### config.mk
export PLATFORM = sky130hd
export DESIGN_NAME = sscp_mac
export DESIGN_NICKNAME = d
export VERILOG_FILES = /design/src/hdl/sscp_pkg.sv /design/src/hdl/sscp_mac.sv
export SDC_FILE = /design/constraint.sdc
export NUM_CORES = 1
export LEC_CHECK = 0
export ABC_AREA = 1
export BUFFER_PORTS_ARGS = -buffer_cell sky130_fd_sc_hd__buf_2
export CAP_MARGIN = 20
export CELL_PAD_IN_SITES_DETAIL_PLACEMENT = 1
export CELL_PAD_IN_SITES_GLOBAL_PLACEMENT = 1
export CORE_MARGIN = 2
export CORE_UTILIZATION = 46
export DETAILED_ROUTE_END_ITERATION = 12
export PLACE_DENSITY = 0.79
export RECOVER_POWER = 100
export SLEW_MARGIN = 10
export SYNTH_ARGS = -nofsm -noshare
export SYNTH_HDL_FRONTEND = slang
export SYNTH_SLANG_ARGS = --single-unit
### constraint.sdc
create_clock -name clk -period 8.46 [get_ports clk]
set_input_delay 0 -clock clk [delete_from_list [all_inputs] [get_ports clk]]
set_output_delay 0 -clock clk [all_outputs]
set_load 0.005 [all_outputs]
### src/hdl/sscp_pkg.sv
// sscp_pkg: shared constants, types and helpers for the saturating-sum char predictor
// depends on nothing; used by every module of the block
`timescale 1ns / 1ps
`default_nettype none

package sscp_pkg;

	localparam int DIM        = 32;
	localparam int VOCAB_MAX  = 64;
	localparam int DIM_W      = $clog2(DIM);
	localparam int VOCAB_W    = $clog2(VOCAB_MAX);
	localparam int ADDR_W     = VOCAB_W + DIM_W;
	localparam int TABLE_DEPTH = VOCAB_MAX * DIM;
	localparam int EMB_W      = 4;
	localparam int WEIGHT_W   = 16;
	localparam int PROD_W     = WEIGHT_W + EMB_W;
	localparam int SCORE_W    = 25;
	localparam int CFG_W      = 7;
	localparam int MODE_W     = 3;

	localparam logic [CFG_W-1:0] VOCAB_RESET = CFG_W'(39);
	localparam logic signed [EMB_W:0] EMB_HI = (EMB_W+1)'(4);
	localparam logic signed [EMB_W:0] EMB_LO = -(EMB_W+1)'(4);

	typedef enum logic [MODE_W-1:0] {
		MODE_LOAD_EMB = 3'd0,
		MODE_LOAD_H   = 3'd1,
		MODE_LOAD_S   = 3'd2,
		MODE_LOAD_B   = 3'd3,
		MODE_CLEAR    = 3'd4,
		MODE_STEP     = 3'd5
	} mode_t;

	// tag that travels with each multiply-accumulate beat
	typedef struct packed {
		logic               valid;
		logic               first;
		logic               last;
		logic               fin;
		logic [VOCAB_W-1:0] v;
	} tag_t;

	typedef struct packed {
		logic                      fire;
		logic [VOCAB_W-1:0]        id;
		logic signed [SCORE_W-1:0] score;
	} result_t;

	// clamp a widened embedding sum to -4..4
	function automatic logic signed [EMB_W-1:0] clamp_emb(input logic signed [EMB_W:0] x);
		logic signed [EMB_W:0] r;
		r = x;
		if (x > EMB_HI) r = EMB_HI;
		if (x < EMB_LO) r = EMB_LO;
		return r[EMB_W-1:0];
	endfunction

endpackage

`default_nettype wire

### src/hdl/sscp_mac.sv
// sscp_mac: shared multiply pair, row accumulator and running argmax
// depends on sscp_pkg
`timescale 1ns / 1ps
`default_nettype none

module sscp_mac (
	input  logic                                   clk,
	input  logic                                   arst_n,
	input  sscp_pkg::tag_t                         tag_s1,
	input  logic signed [sscp_pkg::WEIGHT_W-1:0]   head_h_s1,
	input  logic signed [sscp_pkg::WEIGHT_W-1:0]   head_s_s1,
	input  logic signed [sscp_pkg::WEIGHT_W-1:0]   bias_s1,
	input  logic signed [sscp_pkg::EMB_W-1:0]      emb_s1,
	input  logic signed [sscp_pkg::EMB_W-1:0]      sum_s1,
	output sscp_pkg::result_t                      res
);

	sscp_pkg::tag_t                           tag_s2;
	logic signed [sscp_pkg::PROD_W-1:0]       ph_s2;
	logic signed [sscp_pkg::PROD_W-1:0]       ps_s2;
	logic signed [sscp_pkg::WEIGHT_W-1:0]     bias_s2;
	logic signed [sscp_pkg::SCORE_W-1:0]      acc_q;
	logic signed [sscp_pkg::SCORE_W-1:0]      lead_score_q;
	logic [sscp_pkg::VOCAB_W-1:0]             best_id_q;
	logic signed [sscp_pkg::SCORE_W-1:0]      acc_base;
	logic signed [sscp_pkg::SCORE_W-1:0]      acc_next;
	logic                                     take;

	always_ff @(posedge clk or negedge arst_n) begin
		if (!arst_n) begin
			tag_s2 <= '0;
		end else begin
			tag_s2 <= tag_s1;
		end
	end

	always_ff @(posedge clk) begin
		ph_s2   <= sscp_pkg::PROD_W'(head_h_s1) * sscp_pkg::PROD_W'(emb_s1);
		ps_s2   <= sscp_pkg::PROD_W'(head_s_s1) * sscp_pkg::PROD_W'(sum_s1);
		bias_s2 <= bias_s1;
	end

	// a row score never exceeds about 2^23 in magnitude, so 25 bits never overflow
	always_comb begin
		acc_base = tag_s2.first ? sscp_pkg::SCORE_W'(bias_s2) : acc_q;
		acc_next = acc_base + sscp_pkg::SCORE_W'(ph_s2) + sscp_pkg::SCORE_W'(ps_s2);
		// strict compare keeps the lowest id on ties
		take     = (tag_s2.v == '0) || (acc_next > lead_score_q);
	end

	always_ff @(posedge clk) begin
		if (tag_s2.valid) begin
			acc_q <= acc_next;
			if (tag_s2.last && take) begin
				lead_score_q <= acc_next;
				best_id_q    <= tag_s2.v;
			end
		end
	end

	always_comb begin
		res.fire  = tag_s2.valid && tag_s2.fin;
		res.id    = take ? tag_s2.v : best_id_q;
		res.score = take ? acc_next : lead_score_q;
	end

endmodule

`default_nettype wire

==> qor.txt <==
Outcome: finished, violations left
Failing checks: max-capacitance violations, max-slew violations
First-pass GRT wire length: 49.2 mm
Period utilization: 78.0%
Delay-heaviest family, CP: simple AND/OR/NAND/NOR gates
Setup bufs post-CTS: 0
Vias in the first global route: 9901
Critical path endpoint: res[13]
RSZ-0062 raised after global routing: false
Slowest stage delay, CP: 0.87 ns
Fin. max-slew vios: 28
Post-route ant nets: 0
Ports: 100
Fin cells: 1756
Final core area utilization: 53.6%
Num CTS Buffers: 17
Synth warn: 0
Final wirelength: 29.6 mm
HPWL Detailed: 22.9 mm
Crit-path slowest cell: nand2_1
Worst skew pair latency: 0.42 ns
FF-to-FF End: lead_score_q[24]
Gp weighted congestion: 0.910
Worst Skew: 0.0113 ns
Final Cell Area: 0.0125 sq mm
First-pass DRT Iterations: 4
Hold WC Path Type: input port to register
Site Rows: 56
Most frequent cells in the layout: nand2_1, inv_1, ha_1
Initial core utilization: 46.5%
Gate Count Post-Synth: 1296
Core box area: 0.0233 sq mm
PortBufs: 99
Share of synthesized flip-flops with an asynchronous set or reset: 8.20%
DIE HEIGHT: 158 microns
WP depth: 24
Horiz. Die Dim: 158 microns
Crit path capture type: output pin
Largest net degree at the start of global routing: 34
Most used cell, CP: nand2_1
Clock sink total: 122
CP required: 8.46 ns
Area after DPL: 0.0116 sq mm
Tightest Pin Transition: 1.90 ns
Synthesis-stage register bit count: 122
Endpoints failing setup: 0
Post-CTS Resized: 0
Maximum level of the CTS H-tree: 4
Final Hold Fails: 0
Grt ovf: 0
Setup crit start kind: register
Post-synth top flop: edfxtp_1
Worst r2r path cells: 23
CP Cell Sequence: buf_4 > mux2_2 > fa_1 > ha_1 > inv_1 > fa_1 > nand3b_1 > nor3_1 > nor2_1 > xnor2_1 > ha_1 > nand2_1 > inv_1 > nand2_1 > nand2_1 > nand2_1 > nand2_1 > nand2_1 > nand4_1 > nand2_1 > nand2_4 > nand2_1 > nand2_1 > buf_2
# diodes: 0
Seq/Total Area, Yosys: 28.2%
Max Freq: 0.152 GHz
Fillcell total: 2822
Vias post-DR: 8988
CTS tree: done
Worst-path maximum fanout: 33
Dpl cells: 1692
Setup Crit Path Kind: register to output pin
Yosys cell types: 35
# DRC: 0
Gr usage total: 25.2%
Area grow syn2layout: 15.3%
Vias per Instance: 5.12
Leading cell type in the layout, fill and taps excluded: nand2_1
FF-to-FF Start: tag_s2[8]
Number of flops mapped to enable cells by yosys: 56
Maximum clock path buffer count: 2
Syn nets: 1576
CP Launch Point: tag_s2[8]
Crit path buffers/inverters: 4
Iteration-0 DRC Markers: 373
Max transition margin: -26.7%
Root Buffer: clkbuf_16
Wire per inst: 16.9 microns
MaxCap Viol Count: 1
Cell Area, Synth: 0.0108 sq mm
TNS Setup: 0 ns
WP data arrival: 6.60 ns
Clock-pin transition on the worst setup and hold timing paths: 0.06 ns
Share of cells above drive strength 1: 10.2%
# nets final: 1704
Die area: 0.0248 sq mm
R2r setup slk: 2.22 ns
Syn Area/Cell: 8.37 sq um
Initial antenna violation count: 0
Shortest period the worst path allows: 6.60 ns
==> how the worst min path moves through the flow <==
| stage | from | end | slack [ns] | depth (start not counted) |
|---|---|---|---|---|
| 6_report | head_s_s1[1] | ps_s2[1] | 0.04 | 4 |
| 4_1_cts | sum_s1[0] | ps_s2[0] | 0.03 | 3 |
| 3_3_place_gp | arst_n | tag_s2[6] | -0.11 | 1 |
| 2_1_floorplan | arst_n | tag_s2[0] | -0.30 | 0 |
| 3_5_place_dp | arst_n | tag_s2[6] | -0.11 | 1 |
| 5_1_grt | sum_s1[0] | ps_s2[0] | 0.07 | 3 |
==> per-layer routing <==
metal / share of wire [%] / vias up / track usage, %
met4: 1.9 / 0 / 7.23
met3: 2.8 / 41 / 2.81
li1: - / 4359 / -
met1: 45 / 4413 / 31.6
met2: 50 / 175 / 45.8
met5: 0 / - / 0
==> worst reg2reg max path, stage by stage (launching register included) <==
cell,delay (ns)
dfrtp_1,0.36
buf_4,0.34
mux2_2,0.40
fa_1,0.48
ha_1,0.16
inv_1,0.06
fa_1,0.45
nand3b_1,0.24
nor3_1,0.47
nor2_1,0.12
xnor2_1,0.36
ha_1,0.32
nand2_1,0.10
inv_1,0.07
nand2_1,0.07
nand2_1,0.05
nand2_1,0.05
nand2_1,0.05
nand2_1,0.08
nand3_1,0.08
nand2_1,0.09
nand2_1,0.68
a21oi_1,0.36
buf_4,0.44
==> area by class of cell <==
type / instances / area, sq um / area share, %
Tap cell: 319 / 399 / 3.19
Sequential cell: 122 / 3050 / 24.4
Inverter: 230 / 863 / 6.90
Clock inverter: 8 / 66.3 / 0.530
Timing Repair Buffer: 135 / 803 / 6.42
Multi-Input combinational cell: 918 / 6780 / 54.2
Clock buffer: 24 / 546 / 4.36
==> repair_timing <==
action	CTS	global route
hold buffers	32	0
setup endpoints to repair	0	0
hold endpoints to repair	39	0
==> state kept, by name, summed over array words and instances, names as in the netlist <==
| name | count |
|---|---|
| lead_score_q | 25 |
| acc_q | 25 |
| ps_s2 | 20 |
| bias_s2 | 16 |
| ph_s2 | 20 |
| tag_s2 | 10 |
| best_id_q | 6 |
==> synth_stat cells, drive strengths merged (2+ instances only) <==
library cell,count,area [sq um]
dfrtp,10,250
a21oi,62,310
nand4,10,62.6
nor4,2,12.5
mux2,15,169
dfxtp,56,1120
fa,91,1820
buf,8,65.1
o21bai,7,52.6
nand2,344,1310
inv,230,863
o211ai,3,22.5
xnor2,22,193
o21ai,42,218
nand3b,4,30.0
edfxtp,56,1680
nand3,59,295
a31oi,2,12.5
nor3,5,25.0
or2,29,181
a211oi,4,30.0
a21o,6,45.0
nor2,59,221
a221oi,2,17.5
clkbuf,18,67.6
ha,121,1510
xor2,27,236
==> stage by stage <==
| stage | hold slack [ns] | setup slack (ns) |
|---|---|---|
| finish | 0.0403 | 1.86 |
| global placement | -0.114 | 3.29 |
| CTS | 0.0316 | 2.60 |
| global route | 0.0695 | 1.33 |
| detailed placement | -0.111 | 2.99 |
| floorplan | -0.296 | 2.54 |
==> logic make-up (layout without fill, tap and decap cells) <==
logic type / after synthesis / after routing / share of synthesized area [%]
fa+ha+maj: 212 / 212 / 30.8
compound gates: 129 / 129 / 6.60
xor+xnor: 49 / 49 / 3.96
mux: 15 / 15 / 1.56
flops: 122 / 122 / 28.2
simple gates: 513 / 513 / 19.8
buf+inv: 256 / 397 / 9.19
Power is left out: the tool's default activity adds up to more than one toggle a clock period on the data nets, which glitch-free logic cannot reach.
